### src/design/aes_pkg.sv
// Package for the AES-128 core: state types, S-box tables and GF(2^8) helpers.
// Used by all modules in the design folder; depends on nothing.
`timescale 1ns / 1ps
package aes_pkg;

   typedef logic [7:0] byte_type;
   typedef logic [31:0] word_type;
   typedef logic [127:0] block_type;

   typedef enum logic [1:0] {
      ST_IDLE,
      ST_KEY,
      ST_RUN,
      ST_DONE
   } state_type;

   localparam int unsigned KeyRounds = 11;

   function automatic byte_type sbox(input byte_type a);
      byte_type t [256];
      t = '{
8'h63,8'h7c,8'h77,8'h7b,8'hf2,8'h6b,8'h6f,8'hc5,8'h30,8'h01,8'h67,8'h2b,8'hfe,8'hd7,8'hab,8'h76,
8'hca,8'h82,8'hc9,8'h7d,8'hfa,8'h59,8'h47,8'hf0,8'had,8'hd4,8'ha2,8'haf,8'h9c,8'ha4,8'h72,8'hc0,
8'hb7,8'hfd,8'h93,8'h26,8'h36,8'h3f,8'hf7,8'hcc,8'h34,8'ha5,8'he5,8'hf1,8'h71,8'hd8,8'h31,8'h15,
8'h04,8'hc7,8'h23,8'hc3,8'h18,8'h96,8'h05,8'h9a,8'h07,8'h12,8'h80,8'he2,8'heb,8'h27,8'hb2,8'h75,
8'h09,8'h83,8'h2c,8'h1a,8'h1b,8'h6e,8'h5a,8'ha0,8'h52,8'h3b,8'hd6,8'hb3,8'h29,8'he3,8'h2f,8'h84,
8'h53,8'hd1,8'h00,8'hed,8'h20,8'hfc,8'hb1,8'h5b,8'h6a,8'hcb,8'hbe,8'h39,8'h4a,8'h4c,8'h58,8'hcf,
8'hd0,8'hef,8'haa,8'hfb,8'h43,8'h4d,8'h33,8'h85,8'h45,8'hf9,8'h02,8'h7f,8'h50,8'h3c,8'h9f,8'ha8,
8'h51,8'ha3,8'h40,8'h8f,8'h92,8'h9d,8'h38,8'hf5,8'hbc,8'hb6,8'hda,8'h21,8'h10,8'hff,8'hf3,8'hd2,
8'hcd,8'h0c,8'h13,8'hec,8'h5f,8'h97,8'h44,8'h17,8'hc4,8'ha7,8'h7e,8'h3d,8'h64,8'h5d,8'h19,8'h73,
8'h60,8'h81,8'h4f,8'hdc,8'h22,8'h2a,8'h90,8'h88,8'h46,8'hee,8'hb8,8'h14,8'hde,8'h5e,8'h0b,8'hdb,
8'he0,8'h32,8'h3a,8'h0a,8'h49,8'h06,8'h24,8'h5c,8'hc2,8'hd3,8'hac,8'h62,8'h91,8'h95,8'he4,8'h79,
8'he7,8'hc8,8'h37,8'h6d,8'h8d,8'hd5,8'h4e,8'ha9,8'h6c,8'h56,8'hf4,8'hea,8'h65,8'h7a,8'hae,8'h08,
8'hba,8'h78,8'h25,8'h2e,8'h1c,8'ha6,8'hb4,8'hc6,8'he8,8'hdd,8'h74,8'h1f,8'h4b,8'hbd,8'h8b,8'h8a,
8'h70,8'h3e,8'hb5,8'h66,8'h48,8'h03,8'hf6,8'h0e,8'h61,8'h35,8'h57,8'hb9,8'h86,8'hc1,8'h1d,8'h9e,
8'he1,8'hf8,8'h98,8'h11,8'h69,8'hd9,8'h8e,8'h94,8'h9b,8'h1e,8'h87,8'he9,8'hce,8'h55,8'h28,8'hdf,
8'h8c,8'ha1,8'h89,8'h0d,8'hbf,8'he6,8'h42,8'h68,8'h41,8'h99,8'h2d,8'h0f,8'hb0,8'h54,8'hbb,8'h16};
      return t[a];
   endfunction

   function automatic byte_type inv_sbox(input byte_type a);
      byte_type t [256];
      t = '{
8'h52,8'h09,8'h6a,8'hd5,8'h30,8'h36,8'ha5,8'h38,8'hbf,8'h40,8'ha3,8'h9e,8'h81,8'hf3,8'hd7,8'hfb,
8'h7c,8'he3,8'h39,8'h82,8'h9b,8'h2f,8'hff,8'h87,8'h34,8'h8e,8'h43,8'h44,8'hc4,8'hde,8'he9,8'hcb,
8'h54,8'h7b,8'h94,8'h32,8'ha6,8'hc2,8'h23,8'h3d,8'hee,8'h4c,8'h95,8'h0b,8'h42,8'hfa,8'hc3,8'h4e,
8'h08,8'h2e,8'ha1,8'h66,8'h28,8'hd9,8'h24,8'hb2,8'h76,8'h5b,8'ha2,8'h49,8'h6d,8'h8b,8'hd1,8'h25,
8'h72,8'hf8,8'hf6,8'h64,8'h86,8'h68,8'h98,8'h16,8'hd4,8'ha4,8'h5c,8'hcc,8'h5d,8'h65,8'hb6,8'h92,
8'h6c,8'h70,8'h48,8'h50,8'hfd,8'hed,8'hb9,8'hda,8'h5e,8'h15,8'h46,8'h57,8'ha7,8'h8d,8'h9d,8'h84,
8'h90,8'hd8,8'hab,8'h00,8'h8c,8'hbc,8'hd3,8'h0a,8'hf7,8'he4,8'h58,8'h05,8'hb8,8'hb3,8'h45,8'h06,
8'hd0,8'h2c,8'h1e,8'h8f,8'hca,8'h3f,8'h0f,8'h02,8'hc1,8'haf,8'hbd,8'h03,8'h01,8'h13,8'h8a,8'h6b,
8'h3a,8'h91,8'h11,8'h41,8'h4f,8'h67,8'hdc,8'hea,8'h97,8'hf2,8'hcf,8'hce,8'hf0,8'hb4,8'he6,8'h73,
8'h96,8'hac,8'h74,8'h22,8'he7,8'had,8'h35,8'h85,8'he2,8'hf9,8'h37,8'he8,8'h1c,8'h75,8'hdf,8'h6e,
8'h47,8'hf1,8'h1a,8'h71,8'h1d,8'h29,8'hc5,8'h89,8'h6f,8'hb7,8'h62,8'h0e,8'haa,8'h18,8'hbe,8'h1b,
8'hfc,8'h56,8'h3e,8'h4b,8'hc6,8'hd2,8'h79,8'h20,8'h9a,8'hdb,8'hc0,8'hfe,8'h78,8'hcd,8'h5a,8'hf4,
8'h1f,8'hdd,8'ha8,8'h33,8'h88,8'h07,8'hc7,8'h31,8'hb1,8'h12,8'h10,8'h59,8'h27,8'h80,8'hec,8'h5f,
8'h60,8'h51,8'h7f,8'ha9,8'h19,8'hb5,8'h4a,8'h0d,8'h2d,8'he5,8'h7a,8'h9f,8'h93,8'hc9,8'h9c,8'hef,
8'ha0,8'he0,8'h3b,8'h4d,8'hae,8'h2a,8'hf5,8'hb0,8'hc8,8'heb,8'hbb,8'h3c,8'h83,8'h53,8'h99,8'h61,
8'h17,8'h2b,8'h04,8'h7e,8'hba,8'h77,8'hd6,8'h26,8'he1,8'h69,8'h14,8'h63,8'h55,8'h21,8'h0c,8'h7d};
      return t[a];
   endfunction

   function automatic byte_type xtime(input byte_type a);
      return {a[6:0], 1'b0} ^ (a[7] ? 8'h1B : 8'h00);
   endfunction

   // Constant multipliers by 0x0E, 0x0B, 0x0D and 0x09 built from doublings.
   function automatic word_type inv_mix_col(input word_type c);
      byte_type b [4];
      byte_type x2 [4];
      byte_type x4 [4];
      byte_type x8 [4];
      byte_type m9 [4];
      byte_type mb [4];
      byte_type md [4];
      byte_type me [4];
      for (int k = 0; k < 4; k++) begin
         b[k] = c[31-8*k -: 8];
         x2[k] = xtime(b[k]);
         x4[k] = xtime(x2[k]);
         x8[k] = xtime(x4[k]);
         m9[k] = x8[k] ^ b[k];
         mb[k] = x8[k] ^ x2[k] ^ b[k];
         md[k] = x8[k] ^ x4[k] ^ b[k];
         me[k] = x8[k] ^ x4[k] ^ x2[k];
      end
      return {me[0] ^ mb[1] ^ md[2] ^ m9[3],
              m9[0] ^ me[1] ^ mb[2] ^ md[3],
              md[0] ^ m9[1] ^ me[2] ^ mb[3],
              mb[0] ^ md[1] ^ m9[2] ^ me[3]};
   endfunction

   function automatic word_type mix_col(input word_type c);
      byte_type b [4];
      byte_type x2 [4];
      for (int k = 0; k < 4; k++) begin
         b[k] = c[31-8*k -: 8];
         x2[k] = xtime(b[k]);
      end
      return {x2[0] ^ x2[1] ^ b[1] ^ b[2] ^ b[3],
              b[0] ^ x2[1] ^ x2[2] ^ b[2] ^ b[3],
              b[0] ^ b[1] ^ x2[2] ^ x2[3] ^ b[3],
              x2[0] ^ b[0] ^ b[1] ^ b[2] ^ x2[3]};
   endfunction

endpackage

### src/design/aes_key_sched.sv
// Round-key word memory and one-word-per-cycle key expansion.
// Depends on aes_pkg; fills 44 words, then serves one round key per read.
`timescale 1ns / 1ps
module aes_key_sched #(
   parameter int unsigned WordCount = 44
) (
   input  logic               clock,
   input  logic               reset,
   input  logic               start_exp,
   input  aes_pkg::word_type  key_w0,
   input  aes_pkg::word_type  key_w1,
   input  aes_pkg::word_type  key_w2,
   input  aes_pkg::word_type  key_w3,
   input  logic [3:0]         rd_round,
   output logic               exp_done,
   output aes_pkg::block_type rd_key_ff
);
   import aes_pkg::*;

   localparam int unsigned RoundCount = WordCount / 4;
   localparam int unsigned WaW = $clog2(WordCount + 1);
   localparam int unsigned RaW = $clog2(RoundCount);

   block_type mem [RoundCount];
   logic [WaW-1:0] idx_ff, idx_in;
   logic busy_ff, busy_in;
   word_type w_ff [4];
   word_type w_new;
   word_type t;
   byte_type rcon_ff, rcon_in;
   block_type row_acc_ff, row_acc_in;

   // A sliding window of the last four words; a new word each cycle.
   always_comb begin
      t = w_ff[3];
      if (idx_ff[1:0] == 2'd0) begin
         t = {sbox(t[23:16]) ^ rcon_ff, sbox(t[15:8]), sbox(t[7:0]), sbox(t[31:24])};
      end
      w_new = w_ff[0] ^ t;
      rcon_in = (busy_ff && idx_ff[1:0] == 2'd0) ? xtime(rcon_ff) : rcon_ff;
      row_acc_in = {row_acc_ff[95:0], w_new};
      busy_in = busy_ff ? (idx_ff != WaW'(WordCount - 1)) : start_exp;
      idx_in = busy_ff ? idx_ff + 1'b1 : WaW'(4);
      if (start_exp) begin
         rcon_in = 8'h01;
      end
   end

   always_ff @(posedge clock) begin
      if (reset) begin
         busy_ff <= 1'b0;
      end else begin
         busy_ff <= busy_in;
      end
      idx_ff <= idx_in;
      rcon_ff <= rcon_in;
      if (start_exp) begin
         w_ff[0] <= key_w0;
         w_ff[1] <= key_w1;
         w_ff[2] <= key_w2;
         w_ff[3] <= key_w3;
         mem[0] <= {key_w0, key_w1, key_w2, key_w3};
      end else if (busy_ff) begin
         w_ff[0] <= w_ff[1];
         w_ff[1] <= w_ff[2];
         w_ff[2] <= w_ff[3];
         w_ff[3] <= w_new;
         row_acc_ff <= row_acc_in;
         if (idx_ff[1:0] == 2'd3) begin
            mem[idx_ff[WaW-1:2]] <= row_acc_in;
         end
      end
      rd_key_ff <= mem[rd_round[RaW-1:0]];
   end

   assign exp_done = busy_ff && (idx_ff == WaW'(WordCount - 1));
endmodule

### config.mk
export PLATFORM = sky130hd
export DESIGN_NAME = aes_key_sched
export DESIGN_NICKNAME = d
export VERILOG_FILES = /design/src/design/aes_pkg.sv /design/src/design/aes_key_sched.sv
export SDC_FILE = /design/constraint.sdc
export NUM_CORES = 2
export LEC_CHECK = 0
export ABC_CLOCK_PERIOD_IN_PS = 40900
export BUFFER_PORTS_ARGS = -buffer_cell sky130_fd_sc_hd__buf_2
export CORE_MARGIN = 1.5
export CORE_UTILIZATION = 55
export CTS_BUF_LIST = sky130_fd_sc_hd__clkbuf_4
export DETAILED_ROUTE_END_ITERATION = 8
export GPL_TIMING_DRIVEN = 0
export MAX_ROUTING_LAYER = met4
export PLACE_DENSITY = 0.83
export SLEW_MARGIN = 40
export SYNTH_ARGS = -nofsm -noshare
export SYNTH_HDL_FRONTEND = slang
export SYNTH_SLANG_ARGS = --single-unit
### constraint.sdc
create_clock -name clock -period 40.9 [get_ports clock]
set_input_delay 6.135 -clock clock [delete_from_list [all_inputs] [get_ports clock]]
set_output_delay 6.135 -clock clock [all_outputs]
set_load 0.1 [all_outputs]
=== After elaboration in Yosys (flattened, before gate mapping) ===
Memory sizes are Yosys's and may differ from the RTL's. A register that Yosys moved wholly into a read port is not among the register bits.
Index checks and enable logic that the tools add are counted.

* Word-level logic and storage cells: 62
* Flip-flop bits (word level): 111
* Output and inout port bits: 129
* Memory bits (read-only): 8,192
* Bits in writable memories: 1,536
* Memories kept: 6

{| class="wikitable"
|+ Memory list
! memory !! depth !! width !! rd ports !! clocked after Yosys merged registers in !! write ports !! line !! source
|-
| (no name shown) || 256 || 8 || 1 || 0 || 0 || aes_pkg.sv:38 || <nowiki>return t[a];</nowiki>
|-
| (no name shown) || 256 || 8 || 1 || 0 || 0 || aes_pkg.sv:38 ||
|-
| (no name shown) || 256 || 8 || 1 || 0 || 0 || aes_pkg.sv:38 ||
|-
| (no name shown) || 256 || 8 || 1 || 0 || 0 || aes_pkg.sv:38 ||
|-
| mem || 11 || 128 || 1 || 1 || 1 || aes_key_sched.sv:24 || <nowiki>block_type mem [RoundCount];</nowiki>
|-
| w_ff || 4 || 32 || 4 || 0 || 4 || aes_key_sched.sv:27 || <nowiki>word_type w_ff [4];</nowiki>
|}

* $add $sub $neg: 1
* Equality and inequality tests: 3
* $lt $le $gt $ge: 4
* Muxes and demuxes: 27
* Reductions and logical operators: 5
* Bitwise logic cells: 12

{| class="wikitable"
|+ Operators by type and width
! cell !! count
|-
| 32-bit two-way mux || 5
|-
| 128-bit two-way mux || 1
|-
| 128-bit OR reduction || 1
|-
| 8-bit two-way mux || 8
|-
| 9-bit greater-or-equal comparator, second input constant || 4
|-
| 8-bit NOT with 9-bit output || 4
|-
| 32-bit XOR || 1
|-
| 1-bit two-way mux || 11
|-
| 8-bit by 5-bit XOR with 8-bit output || 1
|-
| 8-bit XOR || 1
|-
| 6-bit by 1-bit adder with 6-bit output, second input constant || 1
|-
| 6-bit == test, second input constant || 1
|-
| 6-bit != test, second input constant || 1
|-
| 5-bit two-way mux || 1
|-
| 4-bit two-way mux || 1
|-
| 1-bit bitwise OR || 4
|-
| 2-bit == test, second input constant || 1
|-
| 1-bit logical AND || 2
|-
| 2-bit zero test || 1
|-
| 2-bit AND reduction || 1
|-
| 1-bit NOT || 1
|}

=== Longest topological paths before layout ===
* Depth after elaboration: 8
* Gate-level depth with buffers: 14
* Mapped depth without buffers: 10

=== Worst setup path before layout ===
No wires, ideal clock.

* Path type: input to register
* Start: input start_exp
* End: memory mem[5][0] in the netlist's numbering, enable pin
* Library setup time: 929 ps
* Slack: 20,857 ps
* Cell stages on the path: 5
* Path buffers: 2
* Required time: 39,971 ps
* Arrival: 19,114 ps
* Cells stage by stage: clkbuf_1 > nor2_1 > clkbuf_1 > nand3b_1 > nor4_1

* Cells in the longest elaborated chain, start to end: 4

{| class="wikitable"
|+ RTL lines
! item !! line !! source
|-
| from (decl) || aes_key_sched.sv:9 || <nowiki>input logic start_exp,</nowiki>
|-
| 1-bit two-way mux || aes_key_sched.sv:57 || <nowiki>if (start_exp) begin</nowiki>
|-
| 1-bit two-way mux (implied by the code) || aes_key_sched.sv:70 || <nowiki>mem[idx_ff[WaW-1:2]] <= row_acc_in;</nowiki>
|-
| 128-bit OR reduction (no source line) || - ||
|-
| 4-bit two-way mux (no source line) or 1-bit two-way mux (tied branches) || - ||
|-
| to (decl) || aes_key_sched.sv:24 ||
|}

Parallel ways exist; a longest one is shown, timed or not.

=== Final worst setup path ===
* Start: input start_exp
* End: memory mem[5][77] in the netlist's numbering, enable pin

The elaborated chain is that of the path after synthesis.

==> qor.yml <==
setup_path:
  worstSetupStartpointType: "primary input"
  critPathKind: "primary input to flop"
  worstPathMaxFanout: 8
  end_kind: "flop"
  worstPathRequired_ns: 41.93
  cp.arrival_ns: 10.61
pwr:
  power.leakage_nw: 32.8
  ir_drop_mv: 0.0303
  p_per_area_nw_per_um2: 46.8
placed_design:
  place_inst: 7834
  place_area_um2: 87000
  dpl_worst_slack_ns: 30.23
  hpwl_um: 235000
  port_buffers: 258
  place.gp.congestion: 1.10
global_routing:
  antenna_found_initial: 39
  grt_pass1_vias: 58800
  grt_use_total_pct: 45.4
  grt_max_degree: 68
  grt_overflow_total: 0
  grt_pass1_wl_um: 451000
flow_run:
  cap_viol_max_count: 0
sta:
  setup_ws_ns: 31.31
  timing.fmax_mhz: 104
  period_needed_ns: 9.59
  max_slew.worst_pin.slew_ns: 0.961
  rsz0062_at_grt: "false"
  skew_ns: 0.115
  fin_crit_sh_pct: 23.4
  slew_headroom_pct: 36.0
  hold_viol: 0
  fin_tns_setup_ns: 0
  slew_viol_final: 0
  setup_violations: 0
clock_tree:
  clk_pin_slew_ns: 0.08
  clk_latency_ns: 1.39
  holdBufCountCts: 0
  cts_setup_buffers: 0
  cts_tree: "yes"
  h-tree-depth: 5
  clk_path_buf_depth: 4
  numCtsBuffers: 405
  cts.sinks: 1775
  post_cts_resized: 0
  cts_root_buffer: "clkbuf_4"
outcome:
  outcome: "complete, but fails checks"
  violations: "design-rule violations"
cells_and_area:
  final_common_cell: "edfxtp_1"
  final_cell_mix: "1,632 x edfxtp_1, 749 x nand2_1, 606 x clkbuf_4"
  drive_gt1_share_pct: 30.9
  area_delta_synth_final_pct: 14.6
  final_util_pct: 63.4
  fin_area_um2: 92200
  finalNetCount: 6524
  fin_cells: 8598
synthesis:
  synth-edff-count: 1632
  avgSynthCellArea_um2: 14.8
  synthesis.nets: 5628
  ys_seq_area_share_pct: 64.4
  synth_top_flop_cell: "edfxtp_1"
  synth.top_cells.by_area: "edfxtp_1 61%, mux4_2 13%, dfxtp_1 3.6%"
  synth_cell_types: 87
  netlist_area_um2: 80500
  postSynth.asyncResetShare_pct: 0
  yosys_warnings: 0
  synth_cells: 5431
  synth.top_cell.area_share_pct: 60.9
  yosys.area.top_type: "edfxtp_1"
  synth_seq_cells: 1775
drt:
  drc: 101
  drtIter0Drc: 10500
  wl_per_cell_um: 38.4
  ant_nets: 0
  first_pass_iters: 9
  routed_wl_um: 330000
  vias: 60200
  routed_via_density: 7.00
floorplan:
  core-area_um2: 146000
  die_w_um: 386
  die-height_um: 386
  rows: 140
  boundaryPins: 264
  dieArea_um2: 149000
  initial_core_util_pct: 55.3
worst_hold_path:
  hold_class: "flop to flop"
[registers in the layout, indices dropped and copies added, names as in the netlist]
register,cells
mem,1408
rd_key_ff,128
w_ff,128
row_acc_ff,96
rcon_ff,8
idx_ff,6
busy_ff,1
[power by group]
| part | internal, mW | total, mW | switching, mW |
|---|---|---|---|
| combinational | 0.243 | 0.873 | 0.630 |
| clock | 0.687 | 1.39 | 0.700 |
| sequential | 2.03 | 2.06 | 0.0307 |
[per-stage QoR]
| step | hold slack, ns | total power, mW |
|---|---|---|
| after floorplan | 0.426 | 2.58 |
| after global placement | 0.431 | 2.92 |
| after detailed placement | 0.434 | 2.92 |
| after CTS | 0.384 | 4.27 |
| after global routing | 0.410 | 4.41 |
| final | 0.387 | 4.32 |
[kinds of logic after synthesis]
logic type      after synthesis  synth area share (%)
compound gates              904                  7.50
simple gates               1467                  8.33
flops                      1775                  64.4
buf+inv                     528                  2.75
mux                         655                  15.6
fa+ha+maj                    62                 0.963
xor+xnor                     40                 0.435
[metal layers]
metal	track usage [%]	share of wire (%)	routed length [um]
met5	-	0	0
met2	66.4	45	147000
met3	16.2	15	49200
met1	55.6	34	113000
met4	23.8	6.4	21300
[cell type report]
cell class / instances / area [um^2]
clock inverters: 105 / 485
flip-flops and latches: 1775 / 51900
well taps: 1917 / 2400
repair buffers: 489 / 3830
diodes: 51 / 128
plain buffers: 453 / 2050
clock buffers: 605 / 4540
fillers: 9994 / 53300
multi-input cells: 3128 / 26600
inverters: 75 / 289
[worst paths after layout]
path	start	to	slack [ns]	cells after the start
worst max register to register	w_ff[3][9]	mem[0][23]	33.45	13
worst min-delay path	row_acc_ff[59]	row_acc_ff[91]	0.39	0
worst min register to register	row_acc_ff[59]	row_acc_ff[91]	0.39	0
worst max-delay path	start_exp	mem[5][77]	31.31	17
[synthesized netlist by cell type, types with 21 or more instances]
cell type and n:
nand3_1 76, nand2b_1 89, xnor2_1 25, mux2_2 154
nor3b_1 22, or2_2 22, mux2i_1 37, buf_1 69
edfxtp_1 1632, nand2_1 749, dfxtp_1 143, o21ai_1 24
buf_2 109, inv_1 69, ha_1 62, and3_1 21
mux4_2 464, nor3_1 100, nor2_1 192, o21ai_0 237
o211ai_1 29, clkbuf_1 256, a31oi_1 48, a21oi_1 169
a211oi_1 45, a311oi_1 35, nor2b_1 80, and2_1 26
o31ai_1 26, o311ai_0 42
[worst max-delay path, cell delays in order]
cell	delay (ns)
clkbuf_1	0.16
nor2_2	0.57
clkbuf_1	0.33
nand3b_1	0.36
nor4_2	0.48
buf_2	0.25
buf_2	0.19
buf_2	0.20
buf_2	0.23
buf_2	0.24
buf_2	0.23
buf_2	0.22
buf_2	0.21
buf_2	0.21
buf_2	0.20
buf_4	0.17
buf_2	0.19
(Power assumes the default switching activity.)
