<file path="config.mk">
export PLATFORM = sky130hd
export DESIGN_NAME = aes_col_cell
export DESIGN_NICKNAME = d
export VERILOG_FILES = /design/src/design/aes_pkg.sv /design/src/design/aes_col_cell.sv
export SDC_FILE = /design/constraint.sdc
export NUM_CORES = 1
export LEC_CHECK = 0
export ABC_AREA = 0
export BUFFER_PORTS_ARGS = -buffer_cell sky130_fd_sc_hd__buf_4
export CORE_ASPECT_RATIO = 0.75
export CORE_MARGIN = 2
export CORE_UTILIZATION = 50
export DETAILED_ROUTE_END_ITERATION = 16
export GPL_TIMING_DRIVEN = 0
export PLACE_DENSITY_LB_ADDON = 0.3
export SLEW_MARGIN = 20
export SYNTH_ARGS = -nofsm -noshare
export SYNTH_HDL_FRONTEND = slang
export SYNTH_SLANG_ARGS = --single-unit
export TNS_END_PERCENT = 10
</file>
<file path="constraint.sdc">
create_clock -name clock -period 4.35 [get_ports clock]
set_clock_uncertainty 0.1 [all_clocks]
set_input_delay 0.87 -clock clock [delete_from_list [all_inputs] [get_ports clock]]
set_output_delay 0.87 -clock clock [all_outputs]
set_load 0.005 [all_outputs]
</file>
<file path="src/design/aes_pkg.sv">
// Package for the AES-128 core: state types, S-box tables and GF(2^8) helpers.
// Used by all modules in the design folder; depends on nothing.
`timescale 1ns / 1ps
package aes_pkg;

   typedef logic [7:0] byte_type;
   typedef logic [31:0] word_type;
   typedef logic [127:0] block_type;

   typedef enum logic [1:0] {
      ST_IDLE,
      ST_KEY,
      ST_RUN,
      ST_DONE
   } state_type;

   localparam int unsigned KeyRounds = 11;

   function automatic byte_type sbox(input byte_type a);
      byte_type t [256];
      t = '{
8'h63,8'h7c,8'h77,8'h7b,8'hf2,8'h6b,8'h6f,8'hc5,8'h30,8'h01,8'h67,8'h2b,8'hfe,8'hd7,8'hab,8'h76,
8'hca,8'h82,8'hc9,8'h7d,8'hfa,8'h59,8'h47,8'hf0,8'had,8'hd4,8'ha2,8'haf,8'h9c,8'ha4,8'h72,8'hc0,
8'hb7,8'hfd,8'h93,8'h26,8'h36,8'h3f,8'hf7,8'hcc,8'h34,8'ha5,8'he5,8'hf1,8'h71,8'hd8,8'h31,8'h15,
8'h04,8'hc7,8'h23,8'hc3,8'h18,8'h96,8'h05,8'h9a,8'h07,8'h12,8'h80,8'he2,8'heb,8'h27,8'hb2,8'h75,
8'h09,8'h83,8'h2c,8'h1a,8'h1b,8'h6e,8'h5a,8'ha0,8'h52,8'h3b,8'hd6,8'hb3,8'h29,8'he3,8'h2f,8'h84,
8'h53,8'hd1,8'h00,8'hed,8'h20,8'hfc,8'hb1,8'h5b,8'h6a,8'hcb,8'hbe,8'h39,8'h4a,8'h4c,8'h58,8'hcf,
8'hd0,8'hef,8'haa,8'hfb,8'h43,8'h4d,8'h33,8'h85,8'h45,8'hf9,8'h02,8'h7f,8'h50,8'h3c,8'h9f,8'ha8,
8'h51,8'ha3,8'h40,8'h8f,8'h92,8'h9d,8'h38,8'hf5,8'hbc,8'hb6,8'hda,8'h21,8'h10,8'hff,8'hf3,8'hd2,
8'hcd,8'h0c,8'h13,8'hec,8'h5f,8'h97,8'h44,8'h17,8'hc4,8'ha7,8'h7e,8'h3d,8'h64,8'h5d,8'h19,8'h73,
8'h60,8'h81,8'h4f,8'hdc,8'h22,8'h2a,8'h90,8'h88,8'h46,8'hee,8'hb8,8'h14,8'hde,8'h5e,8'h0b,8'hdb,
8'he0,8'h32,8'h3a,8'h0a,8'h49,8'h06,8'h24,8'h5c,8'hc2,8'hd3,8'hac,8'h62,8'h91,8'h95,8'he4,8'h79,
8'he7,8'hc8,8'h37,8'h6d,8'h8d,8'hd5,8'h4e,8'ha9,8'h6c,8'h56,8'hf4,8'hea,8'h65,8'h7a,8'hae,8'h08,
8'hba,8'h78,8'h25,8'h2e,8'h1c,8'ha6,8'hb4,8'hc6,8'he8,8'hdd,8'h74,8'h1f,8'h4b,8'hbd,8'h8b,8'h8a,
8'h70,8'h3e,8'hb5,8'h66,8'h48,8'h03,8'hf6,8'h0e,8'h61,8'h35,8'h57,8'hb9,8'h86,8'hc1,8'h1d,8'h9e,
8'he1,8'hf8,8'h98,8'h11,8'h69,8'hd9,8'h8e,8'h94,8'h9b,8'h1e,8'h87,8'he9,8'hce,8'h55,8'h28,8'hdf,
8'h8c,8'ha1,8'h89,8'h0d,8'hbf,8'he6,8'h42,8'h68,8'h41,8'h99,8'h2d,8'h0f,8'hb0,8'h54,8'hbb,8'h16};
      return t[a];
   endfunction

   function automatic byte_type inv_sbox(input byte_type a);
      byte_type t [256];
      t = '{
8'h52,8'h09,8'h6a,8'hd5,8'h30,8'h36,8'ha5,8'h38,8'hbf,8'h40,8'ha3,8'h9e,8'h81,8'hf3,8'hd7,8'hfb,
8'h7c,8'he3,8'h39,8'h82,8'h9b,8'h2f,8'hff,8'h87,8'h34,8'h8e,8'h43,8'h44,8'hc4,8'hde,8'he9,8'hcb,
8'h54,8'h7b,8'h94,8'h32,8'ha6,8'hc2,8'h23,8'h3d,8'hee,8'h4c,8'h95,8'h0b,8'h42,8'hfa,8'hc3,8'h4e,
8'h08,8'h2e,8'ha1,8'h66,8'h28,8'hd9,8'h24,8'hb2,8'h76,8'h5b,8'ha2,8'h49,8'h6d,8'h8b,8'hd1,8'h25,
8'h72,8'hf8,8'hf6,8'h64,8'h86,8'h68,8'h98,8'h16,8'hd4,8'ha4,8'h5c,8'hcc,8'h5d,8'h65,8'hb6,8'h92,
8'h6c,8'h70,8'h48,8'h50,8'hfd,8'hed,8'hb9,8'hda,8'h5e,8'h15,8'h46,8'h57,8'ha7,8'h8d,8'h9d,8'h84,
8'h90,8'hd8,8'hab,8'h00,8'h8c,8'hbc,8'hd3,8'h0a,8'hf7,8'he4,8'h58,8'h05,8'hb8,8'hb3,8'h45,8'h06,
8'hd0,8'h2c,8'h1e,8'h8f,8'hca,8'h3f,8'h0f,8'h02,8'hc1,8'haf,8'hbd,8'h03,8'h01,8'h13,8'h8a,8'h6b,
8'h3a,8'h91,8'h11,8'h41,8'h4f,8'h67,8'hdc,8'hea,8'h97,8'hf2,8'hcf,8'hce,8'hf0,8'hb4,8'he6,8'h73,
8'h96,8'hac,8'h74,8'h22,8'he7,8'had,8'h35,8'h85,8'he2,8'hf9,8'h37,8'he8,8'h1c,8'h75,8'hdf,8'h6e,
8'h47,8'hf1,8'h1a,8'h71,8'h1d,8'h29,8'hc5,8'h89,8'h6f,8'hb7,8'h62,8'h0e,8'haa,8'h18,8'hbe,8'h1b,
8'hfc,8'h56,8'h3e,8'h4b,8'hc6,8'hd2,8'h79,8'h20,8'h9a,8'hdb,8'hc0,8'hfe,8'h78,8'hcd,8'h5a,8'hf4,
8'h1f,8'hdd,8'ha8,8'h33,8'h88,8'h07,8'hc7,8'h31,8'hb1,8'h12,8'h10,8'h59,8'h27,8'h80,8'hec,8'h5f,
8'h60,8'h51,8'h7f,8'ha9,8'h19,8'hb5,8'h4a,8'h0d,8'h2d,8'he5,8'h7a,8'h9f,8'h93,8'hc9,8'h9c,8'hef,
8'ha0,8'he0,8'h3b,8'h4d,8'hae,8'h2a,8'hf5,8'hb0,8'hc8,8'heb,8'hbb,8'h3c,8'h83,8'h53,8'h99,8'h61,
8'h17,8'h2b,8'h04,8'h7e,8'hba,8'h77,8'hd6,8'h26,8'he1,8'h69,8'h14,8'h63,8'h55,8'h21,8'h0c,8'h7d};
      return t[a];
   endfunction

   function automatic byte_type xtime(input byte_type a);
      return {a[6:0], 1'b0} ^ (a[7] ? 8'h1B : 8'h00);
   endfunction

   // Constant multipliers by 0x0E, 0x0B, 0x0D and 0x09 built from doublings.
   function automatic word_type inv_mix_col(input word_type c);
      byte_type b [4];
      byte_type x2 [4];
      byte_type x4 [4];
      byte_type x8 [4];
      byte_type m9 [4];
      byte_type mb [4];
      byte_type md [4];
      byte_type me [4];
      for (int k = 0; k < 4; k++) begin
         b[k] = c[31-8*k -: 8];
         x2[k] = xtime(b[k]);
         x4[k] = xtime(x2[k]);
         x8[k] = xtime(x4[k]);
         m9[k] = x8[k] ^ b[k];
         mb[k] = x8[k] ^ x2[k] ^ b[k];
         md[k] = x8[k] ^ x4[k] ^ b[k];
         me[k] = x8[k] ^ x4[k] ^ x2[k];
      end
      return {me[0] ^ mb[1] ^ md[2] ^ m9[3],
              m9[0] ^ me[1] ^ mb[2] ^ md[3],
              md[0] ^ m9[1] ^ me[2] ^ mb[3],
              mb[0] ^ md[1] ^ m9[2] ^ me[3]};
   endfunction

   function automatic word_type mix_col(input word_type c);
      byte_type b [4];
      byte_type x2 [4];
      for (int k = 0; k < 4; k++) begin
         b[k] = c[31-8*k -: 8];
         x2[k] = xtime(b[k]);
      end
      return {x2[0] ^ x2[1] ^ b[1] ^ b[2] ^ b[3],
              b[0] ^ x2[1] ^ x2[2] ^ b[2] ^ b[3],
              b[0] ^ b[1] ^ x2[2] ^ x2[3] ^ b[3],
              x2[0] ^ b[0] ^ b[1] ^ b[2] ^ x2[3]};
   endfunction

endpackage

</file>
<file path="src/design/aes_col_cell.sv">
// One column cell of the round chain: holds one 32-bit state column.
// Depends on aes_pkg; the cell takes substituted bytes from its neighbors.
`timescale 1ns / 1ps
module aes_col_cell (
   input  logic               clock,
   input  logic               load,
   input  logic               round_en,
   input  logic               decrypt,
   input  logic               last_round,
   input  aes_pkg::word_type  load_word,
   input  aes_pkg::word_type  round_key,
   input  aes_pkg::word_type  shifted_sub,
   output aes_pkg::word_type  col_ff
);
   import aes_pkg::*;

   word_type col_in;
   word_type keyed;

   // Encrypt: mix then key. Decrypt: key then inverse mix.
   always_comb begin
      keyed = shifted_sub ^ round_key;
      if (load) begin
         col_in = load_word;
      end else if (!round_en) begin
         col_in = col_ff;
      end else if (decrypt) begin
         col_in = last_round ? keyed : inv_mix_col(keyed);
      end else begin
         col_in = (last_round ? shifted_sub : mix_col(shifted_sub)) ^ round_key;
      end
   end

   always_ff @(posedge clock) begin
      col_ff <= col_in;
   end
endmodule

</file>
Yosys cells after proc, flatten, opt, wreduce, memory -nomap -nowiden
Index checks and enable logic that the tools add are counted.

Multiplexer cells: 21. Bitwise gates (word level): 70. Reduce and logical (&&, ||, !) cells: 1.

Operators with widths (count): $xor A8 B8 Y8 (52); $mux W32 (5); $xor A8 B5 Y8 (16); $mux W5 (16); $xor A32 B32 Y32 (2); $reduce_bool A2 Y1 (1).

Flip-flop bits (word level): 32. Input port bits: 101. Word-level logic and storage cells: 93.

Depth between registers and ports, before layout
Gate-level depths: netlist of run 1.

Depth in word-level cells: 16. Gate-level depth with buffers: 8. Gate-level depth less buffers: 7.

Worst setup path before layout of run 1
Ideal clock, no wire load.

Path type: input port to flip-flop. Start: in shifted_sub[14]. End: reg col_ff[11] (data pin). Arrival time: 2914 ps. Setup slack: 1077 ps. Stages on the path: 8. Cells stage by stage: buf_6 xnor2_4 xnor3_2 xnor3_1 xnor3_1 xor2_1 o211ai_2 nand2_1.

Word-level cells in the longest chain between the ends: 12.

Ends and longest elaborated chain: start: declaration (RTL line aes_col_cell.sv:12) `input aes_pkg::word_type shifted_sub,`; $xor A32 B32 Y32 (RTL line aes_col_cell.sv:22) `keyed = shifted_sub ^ round_key;`; $xor A8 B5 Y8 (RTL line aes_pkg.sv:64) `return {a[6:0], 1'b0} ^ (a[7] ? 8'h1B : 8'h00);`; $mux W5 (RTL line aes_pkg.sv:64); $xor A8 B5 Y8 (RTL line aes_pkg.sv:64); $xor A8 B8 Y8 (2 in a row) (RTL line aes_pkg.sv:85) `me[k] = x8[k] ^ x4[k] ^ x2[k];`; $xor A8 B8 Y8 (2 in a row) (RTL line aes_pkg.sv:89) `md[0] ^ m9[1] ^ me[2] ^ mb[3],`; $mux W32 (RTL line aes_col_cell.sv:28) `col_in = last_round ? keyed : inv_mix_col(keyed);`; $mux W32 (RTL line aes_col_cell.sv:27) `end else if (decrypt) begin`; $mux W32 (RTL line aes_col_cell.sv:25) `end else if (!round_en) begin`; $mux W32 (RTL line aes_col_cell.sv:23) `if (load) begin`; named net col_in[11] (RTL line aes_col_cell.sv:17) `word_type col_in;`; end signal: assignment (RTL line aes_col_cell.sv:35) `col_ff <= col_in;`; end: declaration (RTL line aes_col_cell.sv:13) `output aes_pkg::word_type col_ff`.

The timed path passes the listed nets, and every way through them passes these cells. The select of a mux whose other input is x is not followed. A chain may end at the register's enable or synchronous reset.

Final worst setup path of run 1
Start: in shifted_sub[8]. End: reg col_ff[24] (data pin).

Word-level cells in the longest chain between the ends: 8. Elaborated cells on any way between the ends: 12.

Ends and longest elaborated chain: $xor A32 B32 Y32 (RTL line aes_col_cell.sv:22); $xor A8 B8 Y8 (RTL line aes_pkg.sv:84) `md[k] = x8[k] ^ x4[k] ^ b[k];`; $xor A8 B8 Y8 (2 in a row) (RTL line aes_pkg.sv:87) `return {me[0] ^ mb[1] ^ md[2] ^ m9[3],`; $mux W32 (RTL line aes_col_cell.sv:28); $mux W32 (*) (RTL line aes_col_cell.sv:27); $mux W32 (*) (RTL line aes_col_cell.sv:25); $mux W32 (*) (RTL line aes_col_cell.sv:23); named net col_in[24] (RTL line aes_col_cell.sv:17).

The timed path passes the listed nets; every way through them passes the cells marked *. The select of a mux whose other input is x is not followed.

==> summary by stage, run 1 <==
Setup path
Of all nets on the critical path, the largest fanout is 5. The worst setup path is captured at a flop. The data arrival time of the critical path is 3.66 ns. The category of the most critical setup path is in -> reg. The required time at the endpoint of the critical path is 4.25 ns. The category of the worst setup path launch point is a primary input.

Global routing
Global routing consumed, over all layers together, 28.68% of the routing resources. The first global-routing pass estimated 26,020 um of wire. After global routing the overflow that remains totals 0. Entering global routing, the biggest net connects 33 pins.

The number of global-route vias before repair is 4,409. The initial antenna violation count is 0.

Clock tree
The CTS tree is done. The post-CTS repair timing setup buffer count is 0. In this run the number of H-tree levels came out at 2.

CTS placed an instance of sky130_fd_sc_hd__clkbuf_16 at the clock tree root. The count of clock tree sinks is 32. The maximum clock insertion buffer count is 2.

The number of gates resized after cts is 0. The clock transition at the registers of the reported paths is 0.06 ns. The number of buffers created by CTS is 5. The total of hold buffers inserted after clock tree synthesis is 0.

Min path
The tightest min-delay check is of the in -> reg type.

STA
Setup violations remaining at the end of the flow were counted as 0. Setup repair after global routing left no endpoint under its margin. The count of endpoints failing hold in the final timing report was 0. The relative max-transition margin is 35.87%.

The maximum achievable frequency is 0.2658 GHz. In the finished design, the share of the clock period the worst path needs comes to 86.48%. The routed design could run at a clock period as short as 3.762 ns.

The number of max-slew violations in the final report is 0. The transition time at the pin with the least slew margin is 0.9551 ns. The final setup TNS is 0 ns.

Yosys
The leading register cell type out of synthesis is sky130_fd_sc_hd__edfxtp_1. The mapped netlist covers 5714 um2. The cell type with the highest aggregate area in the netlist is sky130_fd_sc_hd__xnor2_1.

The post-synthesis cell type count is 40. In the post-synthesis netlist, the biggest area contributors are sky130_fd_sc_hd__xnor2_1, sky130_fd_sc_hd__edfxtp_1, sky130_fd_sc_hd__xor2_1. The synthesized netlist net count is 691. By count the netlist is led by sky130_fd_sc_hd__xnor2_1, sky130_fd_sc_hd__xor2_1, sky130_fd_sc_hd__nand2_1, sky130_fd_sc_hd__edfxtp_1, sky130_fd_sc_hd__o21ai_0. Counting flops with an async set or reset pin after synthesis yields a share of 0%. The count of warnings emitted by yosys is 0. The number of synthesized flops with an enable pin is 32. sky130_fd_sc_hd__xnor2_1 is the most common cell in the netlist. The average footprint of a synthesized cell is 9.685 um2. The number of register bits inferred by synthesis is 32. The share of Yosys cell area claimed by the top area cell type is 38.93%. Synthesis produced a netlist whose cell count is 590. For this run, the register share of the synthesized area comes to 16.82%.

Routing
Once detail routing completed, the nets flagged for antenna violations numbered 0. The detailed-router iteration count before antenna repair is 5. The routed wire length per instance is 20.45 um. The violation count after the first detailed-routing iteration is 299. The total via count after detailed routing is 4,553. Summed over all layers, the routed wires come to 17,350 um. For this run, design rule violations remaining after detail routing come to 0. Using the TritonRoute via totals, the vias-per-cell ratio works out to 5.369.

Finish
The register with the most flip-flops in the final layout is col_ff. The post-route core utilization is 62.18%. The final net count is 809. The number of antenna diodes in the final layout is 0. The growth of design area from synthesis to finish is 19.97%. The flip-flop count of the largest register after layout is 32.

The final-layout fill cell count is 978. The largest registers in the layout are col_ff: 32 flops. Of the cells placed in the final design, the portion with a size suffix greater than 1 is 21.89%.

Die
The overall die area is 12,310 um2. For this configuration, the core starts out at a cell density of 51.83%. The I/O pin count is 133. The core region is 11,020 um2. In this run the vertical extent of the chip is 96.58 um. The die width is 127.4 um.

The floorplan has 33 rows.

Place
The half-perimeter wire length after placement is 14,680 um. The number of port buffers is 111. The final weighted congestion in routability-driven placement is 0.9597.

Power and ir drop
In this run the power density over the cells is 463.9 nW/um2. The leakage power of the design is 2.609 nW. The design draws 3.180 mW. The worst voltage drop across the vdd grid is 0.2027 mV.

Status
The run finished with clean final reports.

Job
Max-cap violations in this run came to 0.
==> cell families after synthesis <==
logic type,Yosys count,synth area share [%]
and+or+nand+nor,66,4.642
muxes,4,0.7007
buffers and inverters,43,3.394
xor gates and xnor gates,358,63.74
AOI/OAI and AO/OA,87,10.71
DFF,32,16.82
==> power breakdown <==
part / switching [mW] / internal, mW / total [mW]
Combinational: 1.18 / 1.23 / 2.40
Clock: 0.127 / 0.205 / 0.332
Sequential: 0.0171 / 0.428 / 0.445
==> stage by stage <==
| stage | instances | hold slack, ns | worst slack [ns] | instance area (um2) |
|---|---|---|---|---|
| floorplan | 590 | 0.9561 | 1.077 | 5714 |
| global placement | 841 | 1.045 | 0.4653 | 6723 |
| detailed placement | 841 | 1.050 | 0.3937 | 6723 |
| CTS | 848 | 0.7631 | 0.6774 | 6855 |
| global route | 848 | 0.7655 | 0.5127 | 6855 |
| finish | 848 | 0.7624 | 0.5880 | 6855 |
==> worst max-delay path, cell delays in order <==
cell	delay, ns
sky130_fd_sc_hd__buf_4	0.14
sky130_fd_sc_hd__xnor2_1	0.72
sky130_fd_sc_hd__xnor2_1	0.31
sky130_fd_sc_hd__xnor2_1	0.56
sky130_fd_sc_hd__xnor2_1	0.18
sky130_fd_sc_hd__xnor2_1	0.16
sky130_fd_sc_hd__a311oi_1	0.58
sky130_fd_sc_hd__o21ai_0	0.14
==> cell usage in the layout, fill, tap and decap left out, drive strengths merged, types with 3 or more instances in the layout <==
cell type / n
a211oi: 9
a21oi: 3
a22oi: 7
buf: 126
clkbuf: 31
clkinv: 3
edfxtp: 32
mux2i: 4
nand2: 39
nor2: 19
nor3: 3
o211ai: 12
o21a: 3
o21ai: 27
o221ai: 8
o22a: 10
xnor2: 272
xnor3: 18
xor2: 66
==> layer usage <==
metal | up-vias | routed length, um | GRT usage, %
li1 | 2190 | - | -
met1 | 2119 | 8432 | 44.00
met2 | 225 | 7082 | 43.09
met3 | 19 | 1648 | 4.240
met4 | 0 | 182 | 4.853
met5 | - | 0 | 0
==> cell type report <==
cell class | count | area, um2 | area share [%]
Timing Repair Buffer | 111 | 833.3 | 12.16
Tap cell | 140 | 175.2 | 2.555
Clock buffer | 5 | 125.1 | 1.825
Sequential cell | 32 | 960.9 | 14.02
Clock inverter | 2 | 7.507 | 0.1095
Buffer | 41 | 186.4 | 2.719
Multi-Input combinational cell | 515 | 4559 | 66.51
Inverter | 2 | 7.507 | 0.1095
==> final timing paths <==
kind                            from                    to  depth (start not counted)
worst min-delay path    load_word[9]   col_ff[9]$_DFFE_PP_                          2
worst max-delay path  shifted_sub[8]  col_ff[24]$_DFFE_PP_                          8
Note: power is estimated with default switching activity, not from simulation.
==> inputs of run 2 (changes only) <==
--- a/config.mk
+++ b/config.mk
@@ -11,7 +11,6 @@
 export CORE_MARGIN = 2
 export CORE_UTILIZATION = 50
 export DETAILED_ROUTE_END_ITERATION = 16
-export GPL_TIMING_DRIVEN = 0
 export PLACE_DENSITY_LB_ADDON = 0.3
 export SLEW_MARGIN = 20
 export SYNTH_ARGS = -nofsm -noshare
==> summary by stage, run 2 (synthesis gave the netlist of run 1 again) <==
Finish
The antenna cell count came to 0 (unchanged). The final cell count without fillers is 849 (+0.12%). In the layout the commonest cells are sky130_fd_sc_hd__xnor2_1, sky130_fd_sc_hd__buf_4, sky130_fd_sc_hd__xor2_1. The final design area excluding fillers is 7008 um2 (+2.2%). The largest register by flop count is col_ff. The area growth from synthesis to layout is 22.64%. The final net count is 809 (unchanged).

The final-layout fill cell count is 943 (-3.6%). The flip-flop count of the largest register after layout is 32 (unchanged). The total area of multi-input combinational cells came to 4559 um2 (unchanged).

The post-route core utilization was 63.57% (+1.4 points). The largest registers in the layout are col_ff: 32 flops. The ratio of cells with drive above 1 in the final layout is 25.81% (+3.9 points).

The most frequent standard cell in the layout excluding fill and tap cells is sky130_fd_sc_hd__xnor2_1. The sequential cell area was 960.9 um2 (unchanged).

Clock tree
The level count of the clock H-tree is 2 (unchanged). The number of gates resized after cts is 0 (unchanged). The total of hold buffers inserted after clock tree synthesis is 0 (unchanged). The number of buffers created by CTS is 5 (unchanged). The post-CTS repair timing setup buffer count is 0 (unchanged).

TritonCTS built the clock tree. The maximum clock insertion buffer count was 2 (unchanged). The clock transition at the registers of the reported paths is 0.06 ns (about the same).

The count of clock tree sinks came to 32 (unchanged). In this run the clock root is driven by a sky130_fd_sc_hd__clkbuf_16.

Routing
The total wirelength of the detailed-routed design came to 17,250 um (-0.54%). The count of unresolved DRC violations after routing is 0 (unchanged). The routed wire length per instance came to 20.32 um (-0.65%). The via-per-instance ratio was 5.324 (-0.84%). The total via count after detailed routing is 4,520 (-0.72%).

The detailed-router iteration count before antenna repair is 5 (unchanged). The count of nets left with antenna violations after detail routing came to 0 (unchanged). The violation count after the first detailed-routing iteration is 399 (+33%).

Status
The flow ran to the end, and the final reports show no timing, DRC or antenna violations.

Power and ir drop
The switching power total is 1.337 mW (+1.2%). The combinational cell fraction of total power is 74.2% (-1.4 points). The internal cell power is 1.950 mW (+4.8%). The proportion of power drawn by the clock network is 12.2% (+1.8 points). The total power per unit cell area is 469.0 nW/um2 (+1.1%). The share of total power consumed by net switching was 40.67% (-0.84 points). The leakage power of the design is 2.728 nW (+4.6%). The worst voltage drop across the vdd grid is 0.2658 mV (+31%). The part of the total power dissipated in sequential elements was 13.6% (-0.4 points). The final total power is 3.287 mW (+3.3%).

Job
The reported max-cap violation count is 0 (unchanged).

STA
The final setup slack of the worst path was 0.9896 ns (+0.4016 ns). The post-layout minimum cycle time came to 3.360 ns (-0.4016 ns). The number of max-slew violations in the final report came to 0 (unchanged). The count of endpoints failing hold in the final timing report is 0 (unchanged). The relative max-transition margin was 40.66% (+4.8 points). The worst hold margin is 0.7592 ns (-0.003212 ns).

The transition time at the pin with the least slew margin is 0.8891 ns (-0.06594 ns). The total setup violations reported at the end of the flow was 0 (unchanged). Setup repair after global routing left no endpoint under its margin. The post-route clock period utilization is 77.25% (-9.2 points). The final setup TNS came to 0 ns (unchanged).

The maximum achievable frequency was 0.2976 GHz (+12%).

Setup path
The category of cells accounting for the largest share of critical-path delay is XOR/XNOR gates. The critical path buffer and inverter count is 1 (unchanged). The kind of capture point of the worst setup path is a flop.

The signal on the critical path passes through buf_4 -> xnor2_4 -> xnor2_4 -> xor3_2 -> xnor3_1 -> o211ai_1 -> o211ai_1 -> o21a_1. The category of the most critical setup path is in -> reg. The slowest stage of the critical path belongs to the cell sky130_fd_sc_hd__xor3_2. The category of the worst setup path launch point is a primary input. The launch point of the worst path is shifted_sub[7]. The data arrival time of the critical path is 3.30 ns (-0.36 ns). The largest fanout on the critical path came to 8 (+3).

The maximum single-stage delay on the critical path came to 0.63 ns (-0.09 ns). The required time at the endpoint of the critical path is 4.29 ns (+0.04 ns).

Die
The core region area is 11,020 um2 (unchanged). The starting density of the core came to 51.83% (unchanged). The die width is 127.4 um (unchanged). The overall die area is 12,310 um2 (unchanged). The die height is 96.58 um (unchanged). The count of standard-cell rows is 33 (unchanged).

The I/O pin count came to 133 (unchanged).

Min path
The worst hold path begins at load_word[9]. The cell depth of the worst hold path is 2 (unchanged). The tightest min-delay check is of the in -> reg type. The endpoint of the worst hold-timing path is col_ff[9]$_DFFE_PP_.

Place
The half-perimeter wire length after placement is 14,270 um (-2.8%). The placed cell count is 841 (unchanged). The final weighted congestion in routability-driven placement is 1.044 (+8.7%).

The total placed instance area was 6844 um2 (+1.8%). The worst slack at placement is 0.7137 ns (+0.3200 ns). The number of port buffers is 132 (+19%).

Global routing
The remaining global-route overflow is 0 (unchanged). The aggregate global-route resource usage is 28.40% (-0.27 points). The maximum number of pins on one net before global-route repair is 58 (+76%). The first-pass GRT wire length was 25,950 um (-0.27%). The initial antenna violation count came to 0 (unchanged). The number of global-route vias before repair came to 4,361 (-1.1%).
[run 2: cell types whose count changed in the layout (fill, tap and decap cells not counted), sizes merged]
cell,previous run,this run
clkinv,3,2
buf,126,152
clkbuf,31,6
bufinv,0,1
[run 2: layer usage]
layer	wire (um)	global-route usage, %	vias to the layer above
met2	6643	39.13	249
met3	1771	4.075	18
met4	203	5.495	0
li1	-	-	2194
met1	8633	46.12	2059
met5	0	0	-
[run 2: power groups by stage]
stage,clock network (mW),registers (mW),logic (mW)
6_report,0.400,0.447,2.44
5_1_grt,0.414,0.454,2.60
4_1_cts,0.403,0.448,2.42
3_5_place_dp,0,0.454,2.41
3_3_place_gp,0,0.451,2.41
2_1_floorplan,0,0.461,1.82
[run 2: how the worst max path moves through the flow]
stage / endpoint / cells past startpoint
final: col_ff[10]$_DFFE_PP_ / 8
after floorplan: col_ff[11]$_DFFE_PP_ / 8
after global placement: col_ff[11]$_DFFE_PP_ / 8
after global routing: col_ff[10]$_DFFE_PP_ / 8
after detailed placement: col_ff[10]$_DFFE_PP_ / 8
after CTS: col_ff[10]$_DFFE_PP_ / 8
[run 2: area by class of cell]
type,instances,share of cell area (%)
Sequential cell,32,13.71
Multi-Input combinational cell,515,65.06
Inverter,2,0.1071
Clock buffer,6,1.839
Tap cell,140,2.500
Clock inverter,2,0.4999
Timing Repair Buffer,152,16.28
